<file path="config.mk">
export PLATFORM = sky130hd
export DESIGN_NAME = median_filter_5tap_flat
export DESIGN_NICKNAME = d
export VERILOG_FILES = /design/src/rtl/mf5_pkg.sv /design/src/rtl/mf5_if.sv /design/src/rtl/median_filter_5tap.sv /design/src/rtl/mf5_cell.sv /design/src/rtl/mf5_out_queue.sv /design/src/flat_wrapper.sv
export SDC_FILE = /design/constraint.sdc
export NUM_CORES = 1
export LEC_CHECK = 0
export ABC_AREA = 1
export BUFFER_PORTS_ARGS = -buffer_cell sky130_fd_sc_hd__buf_2
export CAP_MARGIN = 20
export CORE_MARGIN = 2
export CORE_UTILIZATION = 25
export CTS_BUF_LIST = sky130_fd_sc_hd__clkbuf_4 sky130_fd_sc_hd__clkbuf_8 sky130_fd_sc_hd__clkbuf_16
export DETAILED_ROUTE_END_ITERATION = 8
export MAX_ROUTING_LAYER = met4
export PLACE_DENSITY_LB_ADDON = 0.08
export SKIP_CTS_REPAIR_TIMING = 1
export SLEW_MARGIN = 20
export SYNTH_ARGS = -nofsm -noshare
export SYNTH_HDL_FRONTEND = slang
export SYNTH_SLANG_ARGS = --single-unit
export TNS_END_PERCENT = 50
</file>
<file path="constraint.sdc">
create_clock -name clock -period 6.25 [get_ports clock]
set_input_delay 0.3125 -clock clock [delete_from_list [all_inputs] [get_ports clock]]
set_output_delay 0.3125 -clock clock [all_outputs]
set_load 0.01 [all_outputs]
</file>
<file path="src/rtl/mf5_pkg.sv">
// Shared constants and types for the five-tap median filter.
package mf5_pkg;

   localparam int SAMPLE_BITS = 16;
   localparam int TAPS = 5;
   localparam int HISTORY = TAPS - 1;
   localparam int MEDIAN_RANK = TAPS / 2;
   localparam int RAW_HEAD = 2;
   localparam int MAX_RESULTS = 3;
   localparam int QUEUE_DEPTH = 4;
   localparam int QUEUE_AW = $clog2(QUEUE_DEPTH);
   localparam int LEVEL_BITS = $clog2(QUEUE_DEPTH + 1);
   localparam int PUSH_BITS = $clog2(MAX_RESULTS + 1);
   localparam int RANK_BITS = $clog2(TAPS);
   localparam int COUNT_BITS = $clog2(HISTORY + 1);

   localparam logic [LEVEL_BITS-1:0] ROOM_LIMIT = LEVEL_BITS'(QUEUE_DEPTH - MAX_RESULTS);

   typedef logic signed [SAMPLE_BITS-1:0] sample_type;

   // Bit d-1 is set when the sample d places older is less than or equal to this one.
   typedef logic [HISTORY-2:0] order_type;

   typedef struct packed {
      sample_type value;
      logic last_out;
   } rsp_item_type;

   typedef struct packed {
      logic [PUSH_BITS-1:0] count;
      rsp_item_type [MAX_RESULTS-1:0] items;
   } push_type;

   typedef struct packed {
      logic [LEVEL_BITS-1:0] level;
      logic room;
   } queue_status_type;

endpackage

</file>
<file path="src/rtl/mf5_if.sv">
// Stream interfaces for the sample channel and the result channel.
interface mf5_req_if;
   logic valid;
   logic ready;
   logic signed [mf5_pkg::SAMPLE_BITS-1:0] sample;
   logic last;

   modport source (output valid, output sample, output last, input ready);
   modport sink (input valid, input sample, input last, output ready);
endinterface

interface mf5_rsp_if;
   logic valid;
   logic ready;
   logic signed [mf5_pkg::SAMPLE_BITS-1:0] value;
   logic last_out;

   modport source (output valid, output value, output last_out, input ready);
   modport sink (input valid, input value, input last_out, output ready);
endinterface

</file>
<file path="src/rtl/median_filter_5tap.sv">
// Top level of the five-tap sliding-window median filter.
//
//   channel   direction   transaction carries
//   req_ch    in          sample, last
//   rsp_ch    out         value, last_out
//
// One sample is taken per cycle while the queue has room; results are queued the next cycle.
// The median is found in the same cycle from orders kept in the window cells.
// A record end adds up to three results, and the queue may then hold off req_ch
// while they drain. Stalls on rsp_ch back up into req_ch only once the four-entry
// result queue cannot take three more results.
// Reset clears the sample count and the queue; window samples need no reset.
module median_filter_5tap (
   input logic     clock,
   input logic     reset,
   mf5_req_if.sink req_ch,
   mf5_rsp_if.source rsp_ch
);

   localparam int H = mf5_pkg::HISTORY;

   mf5_pkg::sample_type x;
   logic accept;
   mf5_pkg::queue_status_type status;
   mf5_pkg::push_type push;
   logic [mf5_pkg::COUNT_BITS-1:0] seen_ff, seen_in;

   mf5_pkg::sample_type cell_value [H];
   mf5_pkg::order_type cell_order [H];
   logic [H-1:0] cell_le;
   mf5_pkg::order_type new_order;

   mf5_pkg::sample_type elem [mf5_pkg::TAPS];
   logic [mf5_pkg::TAPS-1:0] prec [mf5_pkg::TAPS];
   logic [mf5_pkg::RANK_BITS-1:0] rank [mf5_pkg::TAPS];
   logic [mf5_pkg::TAPS-1:0] rank_hit;
   mf5_pkg::sample_type median;

   assign x = req_ch.sample;
   assign req_ch.ready = status.room;
   assign accept = req_ch.valid && req_ch.ready;

   always_comb begin
      for (int d = 1; d < H; d++) begin
         new_order[d-1] = cell_le[H-d];
      end
   end

   for (genvar j = 0; j < H; j++) begin : g_cell
      if (j == H - 1) begin : g_newest
         mf5_cell u_cell (
            .clock       (clock),
            .shift_en    (accept),
            .shift_value (x),
            .shift_order (new_order),
            .newest      (x),
            .value       (cell_value[j]),
            .order       (cell_order[j]),
            .le_newest   (cell_le[j])
         );
      end else begin : g_inner
         mf5_cell u_cell (
            .clock       (clock),
            .shift_en    (accept),
            .shift_value (cell_value[j+1]),
            .shift_order (cell_order[j+1]),
            .newest      (x),
            .value       (cell_value[j]),
            .order       (cell_order[j]),
            .le_newest   (cell_le[j])
         );
      end
   end

   always_comb begin
      for (int e = 0; e < H; e++) begin
         elem[e] = cell_value[e];
      end
      elem[H] = x;
      for (int e = 0; e < mf5_pkg::TAPS; e++) begin
         prec[e] = '0;
      end
      for (int j = 1; j < H; j++) begin
         for (int i = 0; i < j; i++) begin
            prec[i][j] = cell_order[j][j-i-1];
         end
      end
      for (int i = 0; i < H; i++) begin
         prec[i][H] = cell_le[i];
      end
   end

   always_comb begin
      median = '0;
      for (int e = 0; e < mf5_pkg::TAPS; e++) begin
         rank[e] = '0;
         for (int o = 0; o < mf5_pkg::TAPS; o++) begin
            if (o < e) begin
               rank[e] = rank[e] + mf5_pkg::RANK_BITS'(prec[o][e]);
            end else if (o > e) begin
               rank[e] = rank[e] + mf5_pkg::RANK_BITS'(!prec[e][o]);
            end
         end
         rank_hit[e] = (rank[e] == mf5_pkg::RANK_BITS'(mf5_pkg::MEDIAN_RANK));
         median = median | (elem[e] & {mf5_pkg::SAMPLE_BITS{rank_hit[e]}});
      end
   end

   always_comb begin
      int k;
      k = 0;
      push.items = '0;
      if (seen_ff < mf5_pkg::COUNT_BITS'(mf5_pkg::RAW_HEAD)) begin
         push.items[k] = '{value: x, last_out: req_ch.last};
         k = k + 1;
      end else begin
         if (seen_ff == mf5_pkg::COUNT_BITS'(H)) begin
            push.items[k] = '{value: median, last_out: 1'b0};
            k = k + 1;
         end
         if (req_ch.last) begin
            if (seen_ff >= mf5_pkg::COUNT_BITS'(H - 1)) begin
               push.items[k] = '{value: cell_value[H-1], last_out: 1'b0};
               k = k + 1;
            end
            push.items[k] = '{value: x, last_out: 1'b1};
            k = k + 1;
         end
      end
      push.count = accept ? mf5_pkg::PUSH_BITS'(k) : '0;
   end

   always_comb begin
      seen_in = seen_ff;
      if (accept) begin
         if (req_ch.last) begin
            seen_in = '0;
         end else if (seen_ff < mf5_pkg::COUNT_BITS'(H)) begin
            seen_in = seen_ff + 1'b1;
         end
      end
   end

   always_ff @(posedge clock) begin
      if (reset) begin
         seen_ff <= '0;
      end else begin
         seen_ff <= seen_in;
      end
   end

   mf5_out_queue u_queue (
      .clock  (clock),
      .reset  (reset),
      .push   (push),
      .status (status),
      .rsp_ch (rsp_ch)
   );

   // The window order must single out exactly one median sample.
   a_median_unique: assert property (@(posedge clock) disable iff (reset)
      (accept && seen_ff == mf5_pkg::COUNT_BITS'(H)) |-> $onehot(rank_hit))
      else $error("median selection is not unique");

   a_record_restart: assert property (@(posedge clock) disable iff (reset)
      (accept && req_ch.last) |=> (seen_ff == '0))
      else $error("sample count did not restart after record end");

   a_queue_bound: assert property (@(posedge clock) disable iff (reset)
      status.level <= mf5_pkg::LEVEL_BITS'(mf5_pkg::QUEUE_DEPTH))
      else $error("result queue overflow");

   a_count_saturates: assert property (@(posedge clock) disable iff (reset)
      seen_ff <= mf5_pkg::COUNT_BITS'(H))
      else $error("sample count beyond saturation");

endmodule

</file>
<file path="src/rtl/mf5_cell.sv">
// One window cell: holds a sample and its order against older samples.
module mf5_cell (
   input  logic                clock,
   input  logic                shift_en,
   input  mf5_pkg::sample_type shift_value,
   input  mf5_pkg::order_type  shift_order,
   input  mf5_pkg::sample_type newest,
   output mf5_pkg::sample_type value,
   output mf5_pkg::order_type  order,
   output logic                le_newest
);

   mf5_pkg::sample_type value_ff, value_in;
   mf5_pkg::order_type order_ff, order_in;

   always_comb begin
      value_in = shift_en ? shift_value : value_ff;
      order_in = shift_en ? shift_order : order_ff;
   end

   always_ff @(posedge clock) begin
      value_ff <= value_in;
      order_ff <= order_in;
   end

   assign value = value_ff;
   assign order = order_ff;
   assign le_newest = (value_ff <= newest);

endmodule

</file>
<file path="src/rtl/mf5_out_queue.sv">
// Result queue that takes up to three results per cycle and hands out one while rsp_ch is ready.
module mf5_out_queue (
   input  logic                      clock,
   input  logic                      reset,
   input  mf5_pkg::push_type         push,
   output mf5_pkg::queue_status_type status,
   mf5_rsp_if.source                 rsp_ch
);

   mf5_pkg::rsp_item_type mem_ff [mf5_pkg::QUEUE_DEPTH];
   logic [mf5_pkg::QUEUE_AW-1:0] wr_ptr_ff, wr_ptr_in;
   logic [mf5_pkg::QUEUE_AW-1:0] rd_ptr_ff, rd_ptr_in;
   logic [mf5_pkg::LEVEL_BITS-1:0] level_ff, level_in;
   logic pop;

   assign rsp_ch.valid = (level_ff != '0);
   assign rsp_ch.value = mem_ff[rd_ptr_ff].value;
   assign rsp_ch.last_out = mem_ff[rd_ptr_ff].last_out;
   assign pop = rsp_ch.valid && rsp_ch.ready;

   always_comb begin
      wr_ptr_in = wr_ptr_ff + mf5_pkg::QUEUE_AW'(push.count);
      rd_ptr_in = rd_ptr_ff + mf5_pkg::QUEUE_AW'(pop);
      level_in = level_ff + mf5_pkg::LEVEL_BITS'(push.count) - mf5_pkg::LEVEL_BITS'(pop);
   end

   always_ff @(posedge clock) begin
      if (reset) begin
         wr_ptr_ff <= '0;
         rd_ptr_ff <= '0;
         level_ff <= '0;
      end else begin
         wr_ptr_ff <= wr_ptr_in;
         rd_ptr_ff <= rd_ptr_in;
         level_ff <= level_in;
      end
   end

   always_ff @(posedge clock) begin
      for (int k = 0; k < mf5_pkg::MAX_RESULTS; k++) begin
         if (k < int'(push.count)) begin
            mem_ff[wr_ptr_ff + mf5_pkg::QUEUE_AW'(k)] <= push.items[k];
         end
      end
   end

   assign status.level = level_ff;
   assign status.room = (level_ff <= mf5_pkg::ROOM_LIMIT);

endmodule

</file>
<file path="src/flat_wrapper.sv">
// flat-port wrapper written by rule: the top's interface ports become plain ports
module median_filter_5tap_flat 
  (clock, reset, req_ch_valid, req_ch_sample, req_ch_last, req_ch_ready, rsp_ch_valid, rsp_ch_value, rsp_ch_last_out, rsp_ch_ready);
  mf5_req_if req_ch_i ();
  mf5_rsp_if rsp_ch_i ();
  input logic clock;
  input logic reset;
  input wire logic [$bits(req_ch_i.valid)-1:0] req_ch_valid;
  input wire logic [$bits(req_ch_i.sample)-1:0] req_ch_sample;
  input wire logic [$bits(req_ch_i.last)-1:0] req_ch_last;
  output wire logic [$bits(req_ch_i.ready)-1:0] req_ch_ready;
  output wire logic [$bits(rsp_ch_i.valid)-1:0] rsp_ch_valid;
  output wire logic [$bits(rsp_ch_i.value)-1:0] rsp_ch_value;
  output wire logic [$bits(rsp_ch_i.last_out)-1:0] rsp_ch_last_out;
  input wire logic [$bits(rsp_ch_i.ready)-1:0] rsp_ch_ready;
  assign req_ch_i.valid = req_ch_valid;
  assign req_ch_i.sample = req_ch_sample;
  assign req_ch_i.last = req_ch_last;
  assign req_ch_ready = req_ch_i.ready;
  assign rsp_ch_valid = rsp_ch_i.valid;
  assign rsp_ch_value = rsp_ch_i.value;
  assign rsp_ch_last_out = rsp_ch_i.last_out;
  assign rsp_ch_i.ready = rsp_ch_ready;
  median_filter_5tap u_core (.clock(clock), .reset(reset), .req_ch(req_ch_i), .rsp_ch(rsp_ch_i));
endmodule
</file>
---- Yosys cells after proc, flatten, opt, wreduce, memory -nomap -nowiden ----
Memory sizes are Yosys's and may differ from the RTL's. A register that Yosys moved wholly into a read port is not among the register bits.
Index checks and enable logic that the tools add are counted.
storage, ports and cells
  register bits after elaboration ......... 80
  latch bits .............................. 0
  bits in writable memories ............... 68
  bits in read-only memories .............. 0
  bits of input ports ..................... 21
  output and inout port bits .............. 19
  logic and storage cells ................. 114
  memories ................................ 1
memory list
  name                   words  bits a word  rd ports  clocked after Yosys merged registers in  write ports  RTL line             RTL
  u_core.u_queue.mem_ff  4      17           1         1                                        3            mf5_out_queue.sv:10  mf5_pkg::rsp_item_type mem_ff [mf5_pkg::QUEUE_DEPTH];
cells by class
  add/subtract/negate cells ............... 24
  multiply operators ...................... 0
  div/mod/pow operators ................... 0
  order comparisons ....................... 15
  equal/unequal tests ..................... 6
  shift operators ......................... 0
  mux-type cells .......................... 31
  bitwise logic cells ..................... 9
  reductions and logical operators ........ 17
operator list
  operator                                                                               count
  51-bit 2-to-1 mux                                                                      4
  32-bit 2-to-1 mux                                                                      4
  51-bit bitwise mux                                                                     2
  17-bit 2-to-1 mux                                                                      5
  16-bit bitwise AND                                                                     5
  17-bit demux with 2-bit select                                                         2
  32-bit by 1-bit greater-or-equal comparator with 1-bit output (second input constant)  2
  16-bit <= comparator                                                                   4
  32-bit by 4-bit less-than comparator with 1-bit output (second input constant)         2
  16-bit bitwise OR                                                                      4
  34-bit 2-to-1 mux                                                                      1
  32-bit by 2-bit adder with 32-bit output (second input constant)                       1
  3-bit by 1-bit adder with 3-bit output                                                 9
  3-bit by 2-bit equality test with 1-bit output (second input constant)                 5
  1-bit by 1-bit adder with 2-bit output                                                 5
  1-bit zero test                                                                        10
  2-bit 2-to-1 mux                                                                       4
  1-bit 2-to-1 mux                                                                       7
  3-bit 2-to-1 mux                                                                       2
  2-bit adder (second input constant)                                                    2
  1-bit logical AND                                                                      4
  1-bit by 2-bit less-than comparator with 1-bit output (first input constant)           2
  2-bit by 1-bit adder with 3-bit output                                                 1
  3-bit by 1-bit adder with 3-bit output (second input constant)                         1
  14 further kinds                                                                       14

---- Depth between registers and ports, before layout ----
Gate-level depths: netlist (run 1).
  depth after elaboration ................. 19
  mapped depth ............................ 26
  mapped depth without buffers ............ 26

---- Cells and area by module ----
From an unflattened synthesis (run 1), not the netlist that was laid out.
second synthesis, totals
  cell total of the unflattened synthesis .. 1366
  area total of the unflattened synthesis .. 10720.3 um2
by module, submodules not included
  module              times used  cells each  area each (um2)  seq. area each (um2)
  mf5_out_queue       1           616         4634.4           2182.1
  mf5_cell            4           93          1017.2           570.5
  median_filter_5tap  1           378         2016.9           60.1

---- Worst setup path after synthesis (run 1) ----
OpenSTA, ideal clock, no wires.
  kind .................................... register to register
  from .................................... reg u_core.g_cell[3].g_newest.u_cell.value_ff[15]
  to ...................................... mem u_core.u_queue.mem_ff[0][11] (netlist bit), data pin
  library setup time ...................... 0.252 ns
  arrival time ............................ 3.334 ns
  required time ........................... 5.998 ns
  slack ................................... 2.664 ns
  stages on the path, launching flop included .. 20
  buffers on the path ..................... 1
  period minus slack after synthesis ...... 3.586 ns
  path through ............................ edfxtp_1 > ha_1 > nand2_1 > nor4_1 > nand2_1 > nand3_1 > nand3_1 > fa_1 > inv_1 > ha_1 > ha_1 > nand2_1 > nor2_1 > clkbuf_1 > nand2_1 > nand2_1 > o21ai_0 > nand3_1 > nand2_1 > nand2_1
RTL lines
  what                    RTL line             RTL
  from (decl)             mf5_cell.sv:13       mf5_pkg::sample_type value_ff, value_in;
  from (signal assigned)  mf5_cell.sv:22       value_ff <= value_in;
  to (decl)               mf5_out_queue.sv:10

==> results.yml, run 1 <==
run_status:
  status: "finished, final reports clean"
critical_path:
  crit_type: "reg -> reg"
  rrSetupSlack_ns: 1.79
  reg2reg_depth: 19
  start_kind: "register"
  reg2reg_from: "u_core.g_cell[3].g_newest.u_cell.value[15]$_DFFE_PP_"
  worstPathRequired_ns: 6.45
  critPathCaptureType: "register"
  startpoint: "u_core.g_cell[3].g_newest.u_cell.value[15]$_DFFE_PP_"
  crit_fanout: 13
  endpoint: "u_core.u_queue.mem_ff[0][12]$_DFFE_PP_"
  r2r_end: "u_core.u_queue.mem_ff[0][12]$_DFFE_PP_"
  cp.arrival_ns: 4.66
die:
  die_x_microns: 205
  core_area_sq_mm: 0.0398
  die-area_sq_mm: 0.0421
  die_y_microns: 205
  start_util_pct: 25.4
  io_pins: 40
  rows: 73
drt:
  detail-route-antenna-nets: 0
  routedWlPerCell_microns: 20.5
  routed_wl_mm: 37.7
  vias_per_cell: 4.86
  via_count: 8952
  detail_route.iter0.violations: 747
  drc: 0
  drt_pre_antenna_iters: 5
grt:
  grt_use_total_pct: 19.1
  grt-ovfl-total: 0
  grt_pass1_vias: 8706
  grt_pass1_wl_mm: 56.7
  grt_max_degree: 71
  antenna_found_initial: 0
logic_synthesis:
  synth_area_leaders: "edfxtp_1 41%, nand2_1 15%, ha_1 10%"
  syn_area_sq_mm: 0.0101
  synth_cells: 1282
  yosys.area.top_type: "edfxtp_1"
  yosys_warnings: 0
  synth-seq-cells: 148
  synth.distinct_cells: 37
  netlist.area_leader.share_pct: 40.9
  ys_seq_area_share_pct: 42.9
  synth_fp_nets: 1392
  syn_area_per_cell_sq_um: 7.90
pwr:
  ir_drop_v: 0.000210
  power_mw: 4.46
  p_leak_nw: 5.07
  powerDensity_mw_per_mm2: 388
timing:
  tightest_slew_ns: 1.02
  final-setup-viol-count: 0
  max-slew-margin-rel_pct: 32.1
  hold_viol: 0
  final.setup.tns_ns: 0
  post-route-worst-setup-slack_ns: 1.79
  max_freq_mhz: 224
  grt_setup_unrepaired: "no"
  period_share_pct: 71.4
  min_period_ns: 4.46
  worst_hold_slack_ns: 0.0821
  drv_slew: 0
  finalClockSkew_ns: 0.0131
layout:
  nets: 1416
  drive_above_1_share_pct: 8.43
  final_common_cell: "nand2_1"
  synthToLayoutAreaGrowth_pct: 13.4
  fin_cells: 1841
  num_antenna_cells: 0
  utilization_pct: 28.8
  design_area_sq_mm: 0.0115
  most-common-layout-cells: "404 x nand2_1, 138 x edfxtp_1, 116 x nor2_1"
clock_tree:
  cts_num_sinks: 148
  cts_tree: "done"
  cts_made_buffers: 17
  htreeDepth: 4
  root_buffer: "clkbuf_16"
  max-clock-path-buffers: 2
  clkTransAtPathRegs_ns: 0.06
  clk_latency_ns: 0.45
hold_path:
  hold_class: "in -> reg"
  min_from: "req_ch_sample[1]"
placed_design:
  gp_routability_congestion: 0.822
  placed_cell_area_sq_mm: 0.0109
  dp_hpwl_mm: 26.0
  placed_cells: 1812
  numPortBuffers: 39
  place_ws_ns: 1.52
job:
  maxCapViolCount: 0
critical path, stage by stage (launching register included):
cell and delay (ns):
edfxtp_1 0.49, ha_1 0.37, nand2_1 0.08, nor4_1 0.40
nand2_1 0.13, nand3_1 0.08, nand3_1 0.20, fa_1 0.54
inv_1 0.04, ha_1 0.18, ha_1 0.33, nand2_1 0.09
nor2_1 0.04, buf_4 0.19, nand2_1 0.07, nand2_1 0.04
o21ai_0 0.64, nand3_1 0.16, nand2_1 0.10, nand2_1 0.05
cells in the mapped netlist (all sizes together):
cell	n
a211oi	2
a21boi	1
a21o	1
a21oi	77
buf	21
clkbuf	26
clkinv	1
dfxtp	10
edfxtp	138
fa	6
ha	83
inv	119
nand2	410
nand3	91
nand3b	1
nand4	13
nor2	126
nor3	9
nor3b	1
nor4	3
o211ai	18
o21a	5
o21ai	79
o21bai	7
o22ai	30
or2	1
xnor2	2
xor2	1
logic make-up after synthesis:
| kind of cell | share of synthesized area [%] |
|---|---|
| flip-flops | 42.9 |
| adder cells (fa/ha/maj) | 11.4 |
| buffers and inverters | 6.50 |
| XOR/XNOR | 0.259 |
| AND/OR/NAND/NOR | 26.8 |
| AO/OA/AOI/OAI | 12.1 |
routing by layer:
metal	GRT usage, %	part of all wire [%]	vias up
met1	26.1	48	4244
li1	-	-	4389
met5	-	0	-
met4	8.17	3.8	0
met2	28.5	44	254
met3	2.33	4.0	65
how the worst min path moves through the flow:
stage                                                                end  slack [ns]  cells after the start
finish               u_core.g_cell[3].g_newest.u_cell.value[1]$_DFFE_PP_        0.08                      1
floorplan                          u_core.u_queue.level_ff[1]$_SDFF_PP0_        0.38                      1
global placement      u_core.g_cell[2].g_inner.u_cell.order[1]$_DFFE_PP_        0.45                      0
global route        u_core.g_cell[3].g_newest.u_cell.value[15]$_DFFE_PP_        0.07                      1
CTS                  u_core.g_cell[3].g_newest.u_cell.value[1]$_DFFE_PP_        0.07                      1
detailed placement    u_core.g_cell[2].g_inner.u_cell.order[0]$_DFFE_PP_        0.44                      0
registers in the layout, indices dropped and copies added (netlist names):
register / count
u_core.seen_ff: 3
u_core.u_queue.wr_ptr_ff: 2
u_core.u_queue.mem_ff: 68
u_core.g_cell.g_inner.u_cell.value: 48
u_core.g_cell.g_newest.u_cell.value: 16
u_core.g_cell.g_newest.u_cell.order: 3
u_core.u_queue.rd_ptr_ff: 2
u_core.g_cell.g_inner.u_cell.order: 3
u_core.u_queue.level_ff: 3
layout make-up:
cell class	count	area [sq um]
clock inverter	11	163
clock buffer	18	433
fill	4334	28300
timing repair buffer	52	293
sequential	148	4340
inverter	120	452
multi-input combinational	967	5140
tap	525	657
where the power goes:
group          leakage [nW]  internal [mW]  switching, mW
logic                  3.41          0.573           1.27
clock network         0.290          0.662          0.429
registers              1.37           1.38          0.148
Note: power is estimated with default switching activity, not from simulation.
==> run 2: changes to the inputs <==
- ABC_AREA: 1 -> 0
- clock period: 6.25 -> 3.7 ns (I/O delays scaled with it)
==> run 2 against run 1 <==
Against the previous run: the flow now finishes with violations (negative setup slack); critical path depth stayed put; sequential power is 61% higher; maximum frequency is 1.8% higher; final cell count is 21% lower; clock power is 65% higher; synthesized cell count is 40% lower; global-route usage is 2.1 points lower; power is 70% higher; via count is 17% lower; routed wire length is 18% lower; die area is 11% lower; non-clock buffer count is 175 higher.
==> results.yml, run 2 <==
logic_synthesis:
  yosys_warnings: 0
  synth_fp_nets: 885
  synth.distinct_cells: 59
  syn_area_sq_mm: 0.00897
  yosys.area.top_type: "edfxtp_1"
  synth.most_common_cell: "edfxtp_1"
  synth_area_leaders: "edfxtp_1 46%, ha_1 12%, mux4_2 4.3%"
  syn_area_per_cell_sq_um: 11.6
  synth_edf_count: 138
  synthFlopType: "edfxtp_1"
  netlist.area_leader.share_pct: 46.2
  ys_seq_area_share_pct: 48.4
  synth_common_cells: "138 x edfxtp_1, 83 x ha_1, 71 x nand2_1"
  synth_cells: 775
  async_reset_ff_share_pct: 0
  synth-seq-cells: 148
run_status:
  violations: "negative setup slack"
  status: "finished, violations left"
grt:
  busiest_layer: "met2"
  met2_usage_pct: 26.7
  grt_pass1_wl_mm: 47.4
  use_met1_pct: 23.4
  grt_util_met3_pct: 2.48
  antenna_found_initial: 0
  grt_max_degree: 26
  grt_use_total_pct: 17.0
  grt_pass1_vias: 7565
  grt-ovfl-total: 0
clock_tree:
  cts_num_sinks: 148
  clkTransAtPathRegs_ns: 0.07
  clk_latency_ns: 0.43
  htreeDepth: 4
  root_buffer: "clkbuf_16"
  max-clock-path-buffers: 2
  cts_tree: "done"
  cts_made_buffers: 17
critical_path:
  reg2reg_depth: 19
  cp_slowest_cell: "edfxtp_1"
  r2r_end: "u_core.u_queue.mem_ff[1][10]$_DFFE_PP_"
  cp.arrival_ns: 4.52
  endpoint: "u_core.u_queue.mem_ff[1][10]$_DFFE_PP_"
  reg2reg_from: "u_core.g_cell[3].g_newest.u_cell.value[10]$_DFFE_PP_"
  worstPathRequired_ns: 3.84
  startpoint: "u_core.g_cell[3].g_newest.u_cell.value[10]$_DFFE_PP_"
  crit_fanout: 7
  critPathCaptureType: "register"
  crit_type: "reg -> reg"
  crit_path_cell_trace: "ha_4 > and3_4 > nand4_1 > buf_4 > a211o_1 > and4_2 > nor2_4 > fa_1 > inv_1 > ha_2 > ha_4 > nor3b_4 > buf_6 > buf_6 > a222oi_1 > a21oi_2 > buf_4 > nor3_2 > o22ai_2"
  critPathMaxStageDelay_ns: 0.45
  rrSetupSlack_ns: -0.69
  start_kind: "register"
pwr:
  seqPwrFrac_pct: 32.5
  clkPwrFrac_pct: 23.8
  power.internal_mw: 4.91
  sw_frac_of_total_pct: 35.1
  p_comb_share_pct: 43.7
  power_mw: 7.57
  powerDensity_mw_per_mm2: 623
  p_leak_nw: 4.62
  switching_power_mw: 2.66
  ir_drop_v: 0.000363
placed_design:
  dp_hpwl_mm: 23.3
  gp_routability_congestion: 0.850
  place_ws_ns: -0.819
  numPortBuffers: 39
die:
  die-area_sq_mm: 0.0374
  start_util_pct: 25.3
  die_x_microns: 193
  io_pins: 40
  rows: 69
  die_y_microns: 193
  core_area_sq_mm: 0.0355
drt:
  drc: 0
  detail_route.iter0.violations: 1065
  vias_per_cell: 5.14
  routedWlPerCell_microns: 21.2
  routed_wl_mm: 30.8
  detail-route-antenna-nets: 0
  drt_pre_antenna_iters: 7
  via_count: 7474
timing:
  post-route-worst-setup-slack_ns: -0.686
  grt_setup_unrepaired: "yes"
  min_period_ns: 4.39
  final-setup-viol-count: 64
  hold_viol: 0
  finalClockSkew_ns: 0.0133
  drv_slew: 0
  max-slew-margin-rel_pct: 32.7
  max_freq_mhz: 228
  period_share_pct: 119
  tightest_slew_ns: 1.01
layout:
  utilization_pct: 34.2
  final_common_cell: "buf_4"
  top_register: "u_core.u_queue.mem_ff"
  synthToLayoutAreaGrowth_pct: 35.4
  most-common-layout-cells: "180 x buf_4, 138 x edfxtp_1, 76 x ha_1"
  nets: 1088
  largest_reg_flops: 68
  drive_above_1_share_pct: 36.0
job:
  maxCapViolCount: 0
hold_path:
  hold_class: "in -> reg"
[run 2: how the worst min path moves through the flow]
stage                                                              from  cells after the start  slack (ns)                                                   end
CTS                                                   req_ch_sample[15]                      1        0.04  u_core.g_cell[3].g_newest.u_cell.value[15]$_DFFE_PP_
floorplan                                              req_ch_sample[0]                      0        0.28   u_core.g_cell[3].g_newest.u_cell.value[0]$_DFFE_PP_
detailed placement  u_core.g_cell[3].g_newest.u_cell.order[0]$_DFFE_PP_                      0        0.46    u_core.g_cell[2].g_inner.u_cell.order[0]$_DFFE_PP_
finish                                                req_ch_sample[15]                      1        0.06  u_core.g_cell[3].g_newest.u_cell.value[15]$_DFFE_PP_
global placement    u_core.g_cell[3].g_newest.u_cell.order[0]$_DFFE_PP_                      0        0.45    u_core.g_cell[2].g_inner.u_cell.order[0]$_DFFE_PP_
global route                                           req_ch_sample[0]                      1        0.06   u_core.g_cell[3].g_newest.u_cell.value[0]$_DFFE_PP_
[run 2: layout make-up]
type | count | area (sq um)
inverters | 41 | 154
clock buffers | 18 | 433
flip-flops and latches | 148 | 4340
well taps | 461 | 577
clock inverters | 14 | 163
repair buffers | 227 | 1670
multi-input cells | 543 | 4800
fillers | 3480 | 23300
diodes | 1 | 2.50
[run 2: through the flow]
step	setup TNS (ns)	hold slack, ns	instance area [sq um]	instances
6_report	-36.79	0.0630	12100	1453
5_1_grt	-50.46	0.0553	12100	1452
4_1_cts	-41.44	0.0450	11800	1442
3_5_place_dp	-43.52	0.459	11200	1410
3_3_place_gp	-41.69	0.445	11200	1410
2_1_floorplan	-9.43	0.284	9270	775
[run 2: cells by family after synthesis]
family / share of synthesized area (%)
compound gates: 19.2
xor+xnor: 0.488
fa+ha+maj: 12.9
buf+inv: 3.75
flops: 48.4
mux: 4.62
simple gates: 10.6
[run 2: routing by layer]
layer  part of all wire [%]  routed length [microns]
met1                     48                    14800
met2                     47                    14600
met3                    3.8                     1180
met4                   0.70                      215
met5                      0                        0
[run 2: power groups by stage]
stage / combinational, mW / sequential, mW / clock (mW)
finish: 3.31 / 2.46 / 1.80
global route: 3.63 / 2.50 / 1.91
CTS: 3.14 / 2.46 / 1.85
detailed placement: 3.13 / 2.49 / 0
global placement: 3.12 / 2.48 / 0
floorplan: 1.66 / 2.44 / 0
[run 2: critical path, delay by kind of cell (launching register included)]
family	cells	cell delay (ns)
AOI/OAI and AO/OA	4	0.87
DFF	1	0.45
buffers and inverters	5	0.68
adders and majority gates	4	1.09
and+or+nand+nor	6	1.00
